==> src/tws_pkg.sv <==
// Package: shared types, constants and CORDIC tables for the trajectory smoother.
`timescale 1ns / 1ps
`default_nettype none
package tws_pkg;
    localparam int MAX_RADIUS_DEF   = 15;
    localparam int CORDIC_STEPS_DEF = 14;
    localparam int TABLE_LEN        = 20;
    localparam int RING_DEPTH       = 32;
    localparam int PTR_W            = 5;
    localparam int HIST_CAP         = 31;
    localparam int ZW               = 34;
    localparam int XW               = 36;
    localparam logic signed [ZW-1:0] PI_Q30      = 34'sd3373259426;
    localparam logic signed [ZW-1:0] HALF_PI_Q30 = 34'sd1686629713;
    localparam logic signed [XW-1:0] GAIN_START  = 36'sd2547003;

    typedef struct packed {
        logic signed [15:0] rotation_cos;
        logic signed [15:0] rotation_sin;
        logic signed [23:0] shift_x;
        logic signed [23:0] shift_y;
        logic               final_frame;
    } t_in_item;

    typedef struct packed {
        logic signed [15:0] smooth_cos;
        logic signed [15:0] smooth_sin;
        logic signed [23:0] smooth_x;
        logic signed [23:0] smooth_y;
        logic signed [15:0] smooth_angle;
        logic               last_out;
    } t_out_item;

    // controller -> datapath commands
    typedef struct packed {
        logic load_in;      // capture input and start atan2
        logic atan_step;
        logic ring_write;
        logic acc_clear;
        logic acc_step;     // add one window tap
        logic div_start;
        logic div_step;
        logic sc_start;
        logic sc_step;
        logic out_load;
        logic [5:0] tap_age; // clamped age of the tap to read
        logic last_flag;
    } t_cmd;

    typedef struct packed {
        logic final_frame;
    } t_sts;

    function automatic logic signed [ZW-1:0] atan_entry(input logic [4:0] i);
        logic signed [ZW-1:0] v;
        case (i)
            5'd0:  v = 34'sh3243F6A8;
            5'd1:  v = 34'sh1DAC6705;
            5'd2:  v = 34'sh0FADBAFC;
            5'd3:  v = 34'sh07F56EA6;
            5'd4:  v = 34'sh03FEAB76;
            5'd5:  v = 34'sh01FFD55B;
            5'd6:  v = 34'sh00FFFAAA;
            5'd7:  v = 34'sh007FFF55;
            5'd8:  v = 34'sh003FFFEA;
            5'd9:  v = 34'sh001FFFFD;
            5'd10: v = 34'sh000FFFFF;
            5'd11: v = 34'sh0007FFFF;
            5'd12: v = 34'sh0003FFFF;
            5'd13: v = 34'sh0001FFFF;
            5'd14: v = 34'sh0000FFFF;
            5'd15: v = 34'sh00007FFF;
            5'd16: v = 34'sh00003FFF;
            5'd17: v = 34'sh00001FFF;
            5'd18: v = 34'sh00000FFF;
            5'd19: v = 34'sh000007FF;
            default: v = '0;
        endcase
        return v;
    endfunction
endpackage
`default_nettype wire

==> src/tws_ctrl.sv <==
// Controller: sequences atan2, ring write, window sums, division and sin/cos per result.
`timescale 1ns / 1ps
`default_nettype none
module tws_ctrl #(
    parameter int MAX_RADIUS   = tws_pkg::MAX_RADIUS_DEF,
    parameter int CORDIC_STEPS = tws_pkg::CORDIC_STEPS_DEF
) (
    input  wire           i_clk,
    input  wire           i_rst_n,
    input  wire [3:0]     i_radius,
    input  wire           i_in_valid,
    output logic          o_in_ready,
    output logic          o_out_valid,
    input  wire           i_out_ready,
    input  tws_pkg::t_sts i_sts,
    output tws_pkg::t_cmd o_cmd,
    output logic [4:0]    o_step,
    output logic [4:0]    o_cnt,
    output logic [4:0]    o_wptr
);
    import tws_pkg::*;

    localparam logic [3:0] S_IDLE = 4'd0, S_ATAN = 4'd1, S_WRITE = 4'd2,
                           S_DECIDE = 4'd3, S_TAP = 4'd4, S_TAPLAST = 4'd5,
                           S_DIV = 4'd6, S_SC = 4'd7, S_OUT = 4'd8, S_NEXT = 4'd9;
    localparam int DIVN = 29;

    logic [3:0] r_state, n_state;
    logic [4:0] r_step, n_step;
    logic [4:0] r_wptr, n_wptr;
    logic [5:0] r_seen, n_seen;
    logic [4:0] r_d, n_d;
    logic [5:0] r_k, n_k;      // tap index 0..2r
    logic [3:0] r_r, n_r;
    logic       r_ovalid, n_ovalid;

    logic [3:0] eff_radius;
    assign eff_radius = (32'(i_radius) > MAX_RADIUS) ? 4'(MAX_RADIUS) : i_radius;

    // age a = d - (k - r), clamped to [0, n-1]
    logic signed [7:0] age;
    logic [5:0] age_c;
    always_comb begin
        age = $signed({3'b0, r_d}) + $signed({4'b0, r_r}) - $signed({2'b0, r_k});
        if (age < 0) age_c = '0;
        else if (age > $signed({2'b0, r_seen}) - 8'sd1) age_c = r_seen - 6'd1;
        else age_c = age[5:0];
    end

    always_comb begin
        n_state = r_state; n_step = r_step; n_wptr = r_wptr; n_seen = r_seen;
        n_d = r_d; n_k = r_k; n_r = r_r; n_ovalid = r_ovalid;
        o_cmd = '0;
        o_cmd.tap_age = age_c;
        o_cmd.last_flag = i_sts.final_frame && (r_d == 5'd0);
        o_in_ready = (r_state == S_IDLE);
        if (r_ovalid && i_out_ready) n_ovalid = 1'b0;
        unique case (r_state)
            S_IDLE: if (i_in_valid) begin
                o_cmd.load_in = 1'b1; n_step = '0; n_state = S_ATAN;
            end
            S_ATAN: begin
                o_cmd.atan_step = 1'b1;
                n_step = r_step + 5'd1;
                if (32'(r_step) == CORDIC_STEPS - 1 || r_step == 5'(TABLE_LEN - 1))
                    n_state = S_WRITE;
            end
            S_WRITE: begin
                o_cmd.ring_write = 1'b1;
                n_wptr = r_wptr + 5'd1;
                if (r_seen < 6'(HIST_CAP)) n_seen = r_seen + 6'd1;
                n_r = eff_radius;
                n_state = S_DECIDE;
            end
            S_DECIDE: begin
                n_k = '0;
                if (i_sts.final_frame) begin
                    n_d = ({2'b0, r_r} < r_seen - 6'd1) ? {1'b0, r_r} : 5'(r_seen - 6'd1);
                    n_state = S_TAP;
                end else if (r_seen >= {2'b0, r_r} + 6'd1) begin
                    n_d = {1'b0, r_r};
                    n_state = S_TAP;
                end else begin
                    n_state = S_IDLE;
                end
            end
            S_TAP: begin
                // read issued this cycle, added next
                if (r_k == '0) o_cmd.acc_clear = 1'b1; else o_cmd.acc_step = 1'b1;
                if (r_k == {1'b0, r_r, 1'b0}) n_state = S_TAPLAST;
                n_k = r_k + 6'd1;
            end
            S_TAPLAST: begin
                o_cmd.acc_step = 1'b1; n_state = S_DIV; n_step = '0;
            end
            S_DIV: begin
                if (r_step == '0 && r_k != '0) begin
                    o_cmd.div_start = 1'b1; n_k = '0;
                end else begin
                    o_cmd.div_step = 1'b1;
                    n_step = r_step + 5'd1;
                    if (r_step == 5'(DIVN - 1)) begin n_state = S_SC; n_step = '0; n_k = 6'd1; end
                end
            end
            S_SC: begin
                if (r_k != '0) begin
                    o_cmd.sc_start = 1'b1; n_k = '0;
                end else begin
                    o_cmd.sc_step = 1'b1;
                    n_step = r_step + 5'd1;
                    if (32'(r_step) == CORDIC_STEPS - 1 || r_step == 5'(TABLE_LEN - 1))
                        n_state = S_OUT;
                end
            end
            S_OUT: if (!r_ovalid || i_out_ready) begin
                o_cmd.out_load = 1'b1; n_ovalid = 1'b1; n_state = S_NEXT;
            end
            S_NEXT: begin
                n_k = '0;
                if (i_sts.final_frame && r_d != '0) begin
                    n_d = r_d - 5'd1; n_state = S_TAP;
                end else begin
                    if (i_sts.final_frame) begin n_seen = '0; n_wptr = '0; end
                    n_state = S_IDLE;
                end
            end
            default: n_state = S_IDLE;
        endcase
    end

    always_ff @(posedge i_clk) begin
        if (!i_rst_n) begin
            r_state <= S_IDLE; r_step <= '0; r_wptr <= '0; r_seen <= '0;
            r_d <= '0; r_k <= '0; r_r <= '0; r_ovalid <= 1'b0;
        end else begin
            r_state <= n_state; r_step <= n_step; r_wptr <= n_wptr; r_seen <= n_seen;
            r_d <= n_d; r_k <= n_k; r_r <= n_r; r_ovalid <= n_ovalid;
        end
    end

    assign o_out_valid = r_ovalid;
    assign o_step = r_step;
    assign o_cnt  = {r_r, 1'b1};
    assign o_wptr = r_wptr;
endmodule
`default_nettype wire

==> config.mk <==
export PLATFORM = sky130hd
export DESIGN_NAME = tws_ctrl
export DESIGN_NICKNAME = d
export VERILOG_FILES = /design/src/tws_pkg.sv /design/src/tws_ctrl.sv
export SDC_FILE = /design/constraint.sdc
export NUM_CORES = 1
export LEC_CHECK = 0
export ABC_CLOCK_PERIOD_IN_PS = 6100
export BUFFER_PORTS_ARGS = -buffer_cell sky130_fd_sc_hd__buf_2
export CAP_MARGIN = 40
export CORE_UTILIZATION = 24
export CTS_CLUSTER_SIZE = 20
export DETAILED_ROUTE_END_ITERATION = 10
export PLACE_DENSITY = 0.51
export SLEW_MARGIN = 15
export SYNTH_ARGS = -nofsm -noshare
export SYNTH_HDL_FRONTEND = slang
export SYNTH_SLANG_ARGS = --single-unit
==> constraint.sdc <==
create_clock -name i_clk -period 6.1 [get_ports i_clk]
set_clock_uncertainty 0.1 [all_clocks]
set_input_delay 1.22 -clock i_clk [delete_from_list [all_inputs] [get_ports i_clk]]
set_output_delay 1.22 -clock i_clk [all_outputs]
set_load 0.01 [all_outputs]
==> impl_metrics.csv <==
group,metric,value,unit
outcome,status,"finished clean",
clock_network,cts_sinks,36,
timing,finalSetupViolations,0,
timing,slew_violations,0,
clock_network,cts_tree,"yes",
worst_setup_path,path_class,"reg -> out",
cells_and_area,drive_above_1_share,0.168,
timing,fin_setup_tns,0,ns
yosys,synth-edff-count,0,
worst_setup_path,reg2reg_depth,10,
clock_network,cts_resized,0,
cells_and_area,multi_input_area,0.00220,sq mm
worst_setup_path,cp.required,4.78,ns
cells_and_area,fin_nets,457,
yosys,syn_area_per_cell,8.24,sq um
die,initial_core_util,0.246,
worst_setup_path,critPathLaunch,"r_r[0]",
cells_and_area,n_fill_cell,1382,
yosys,syn_area,0.00312,sq mm
drt,ant_nets,0,
timing,hold_violations,0,
cells_and_area,area_delta_synth_final,16.3,%
clock_network,clkLatencyLatePin,0.29,ns
power,clockPowerShare,0.200,
grt,grt_use_total,0.127,
yosys,yosysTopAreaCellShare,0.231,
yosys,synth_ff_type,"dfxtp_1",
timing,period_share,0.887,
die,ios,43,
power,intPower,0.857,mW
drt,avgViaCountPerCell,4.71,
die,die_w,116,um
drt,vias,2745,
power,power.switching,0.653,mW
drt,first_pass_iters,4,
yosys,ys.warnings.count,0,
grt,grt_max_degree,33,
yosys,async_reset_ff_frac,0,
worst_setup_path,r2r-end,"r_d[2]",
yosys,synth_nets,426,
die,die_h,116,um
worst_setup_path,critPathCaptureType,"output pin",
clock_network,cts_buffers,5,
power,powerDensity,416,mW/mm^2
drt,routed_wl,7980,um
yosys,ys_top_cells_by_area,"dfxtp_1 (23%), ha_1 (14%), nor2_1 (4.8%)",
flow_run,cap_violations,0,
grt,grt_first_pass_wirelength,13300,um
drt,drt_iter0_markers,102,
yosys,ys_seq_area_frac,0.231,
placed_design,globalplace.congestion,0.803,
yosys,synth-seq-cells,36,
yosys,yosysTopAreaCell,"dfxtp_1",
drt,drc_errors,0,
power,power,1.51,mW
clock_network,ctsHoldBuffers,0,
worst_setup_path,critPathArrivalTime,4.09,ns
yosys,synth_common_cells,"nor2_1 (40), dfxtp_1 (36), ha_1 (34)",
worst_setup_path,endpoint,"o_cmd[3]",
worst_setup_path,reg2reg_slack,2.83,ns
power,p_leak,1.57,nW
timing,fmax,185,MHz
power,netSwitchingFraction,0.432,
hold_path,hold_path.class,"reg -> reg",
cells_and_area,n_antenna_cell,0,
grt,grt_pass1_vias,2675,
grt,grt_overflow_total,0,
die,design.core.area,0.0127,sq mm
cells_and_area,seq_area,721,sq um
timing,rsz0062_at_grt,"no",
power,ir_worst_vdd,0.132,mV
clock_network,path_clk_slew,0.06,ns
placed_design,dp_hpwl,6190,um
timing,period_minus_slack,5.41,ns
die,dieArea,0.0135,sq mm
power,pwr-share-comb,0.597,
timing,maxSlewHeadroom,0.600,
clock_network,cts_max_path_buffers,2,
worst_setup_path,critPathMaxFanout,7,
die,rows,41,
grt,antenna_found_initial,0,
placed_design,portBuffers,41,
power,p_seq_frac,0.203,
timing,hold_ws,0.421,ns
worst_setup_path,r2r-start,"r_seen[0]",
yosys,synth_cells,379,
clock_network,root_buffer,"clkbuf_16",
yosys,yosysMostFrequentCell,"nor2_1",
worst_setup_path,cp-start-kind,"flip-flop",
clock_network,htree_num_levels,2,
clock_network,post-cts-setup-buffers,0,
drt,drt-wirelength-per-cell,13.7,um
timing,worst_slew_pin_slew,0.591,ns
yosys,synth_cell_types,64,
-- metal layers --
metal	global-route usage	wire (um)	part of all wire
met5	0	0	0
met4	0.0487	99	0.012
met2	0.195	3560	0.45
met1	0.177	4070	0.51
met3	0.0194	250	0.031
-- registers in the layout, indices dropped and copies added, names as in the netlist --
signal	flops
r_seen	6
o_out_valid	1
r_r	4
o_wptr	5
r_state	4
r_k	6
o_step	5
r_d	5
-- how the worst min path moves through the flow --
| stage | slack (ns) | cells past startpoint | endpoint | from |
|---|---|---|---|---|
| 3_5_place_dp | 0.40 | 2 | o_wptr[4] | o_wptr[4] |
| 6_report | 0.42 | 2 | o_wptr[4] | o_wptr[4] |
| 2_1_floorplan | 0.37 | 2 | r_d[4] | r_d[4] |
| 3_3_place_gp | 0.39 | 2 | o_wptr[4] | o_wptr[4] |
| 4_1_cts | 0.42 | 2 | o_wptr[4] | o_wptr[4] |
| 5_1_grt | 0.46 | 2 | o_wptr[1] | o_wptr[1] |
-- logic make-up after synthesis --
group,synth area share
buffers and inverters,0.0653
multiplexers,0.0429
flip-flops,0.231
other,0.00120
AO/OA/AOI/OAI,0.163
adder cells (fa/ha/maj),0.162
XOR/XNOR,0.0673
AND/OR/NAND/NOR,0.268
-- power by group through the flow --
stage | Combinational (mW) | Sequential (mW) | Clock (mW)
floorplan | 0.688 | 0.285 | 0
global placement | 0.902 | 0.310 | 0
detailed placement | 0.913 | 0.311 | 0
CTS | 0.918 | 0.306 | 0.307
global route | 1.02 | 0.315 | 0.318
finish | 0.901 | 0.307 | 0.302
-- layout make-up --
type / count / area share
multi-input cells: 295 / 0.605
repair buffers: 43 / 0.0606
clock inverters: 3 / 0.0117
inverters: 29 / 0.0300
flip-flops and latches: 36 / 0.198
clock buffers: 5 / 0.0345
well taps: 172 / 0.0593
-- per-stage QoR --
| stage | util | std cells | cell area [sq um] | setup slack (ns) |
|---|---|---|---|---|
| floorplan | - | 379 | 3120 | 1.33 |
| global placement | 0.273 | 575 | 3460 | 1.09 |
| detailed placement | 0.273 | 575 | 3460 | 0.977 |
| CTS | 0.287 | 583 | 3630 | 0.630 |
| global route | 0.287 | 583 | 3630 | 0.347 |
| finish | 0.287 | 583 | 3630 | 0.687 |
-- cell usage in the layout (no fill, tap or decap), types with 10 or more instances in the layout --
master | Yosys | routed
xnor2_1 | 10 | 10
buf_2 | 3 | 41
nor2_1 | 40 | 40
a21oi_1 | 11 | 11
nand4_1 | 10 | 10
nand3_1 | 12 | 12
ha_1 | 34 | 34
inv_1 | 29 | 29
nor2b_1 | 11 | 11
nand2_1 | 33 | 33
xor2_1 | 14 | 14
mux2i_1 | 10 | 10
o21ai_0 | 11 | 11
dfxtp_1 | 36 | 36
-- worst max-delay path: stages, from the launching register on --
cell,delay [ns]
dfxtp_1,0.43
inv_1,0.12
ha_1,0.29
inv_1,0.04
ha_1,0.20
fa_1,0.41
a21o_1,0.20
a21oi_1,0.22
o21bai_1,0.10
a21oi_1,0.49
ha_1,0.27
nor4b_1,0.24
a31o_2,0.33
mux2i_1,0.24
nor2_1,0.06
buf_2,0.16
No activity file was read; power rests on OpenSTA's default activity.
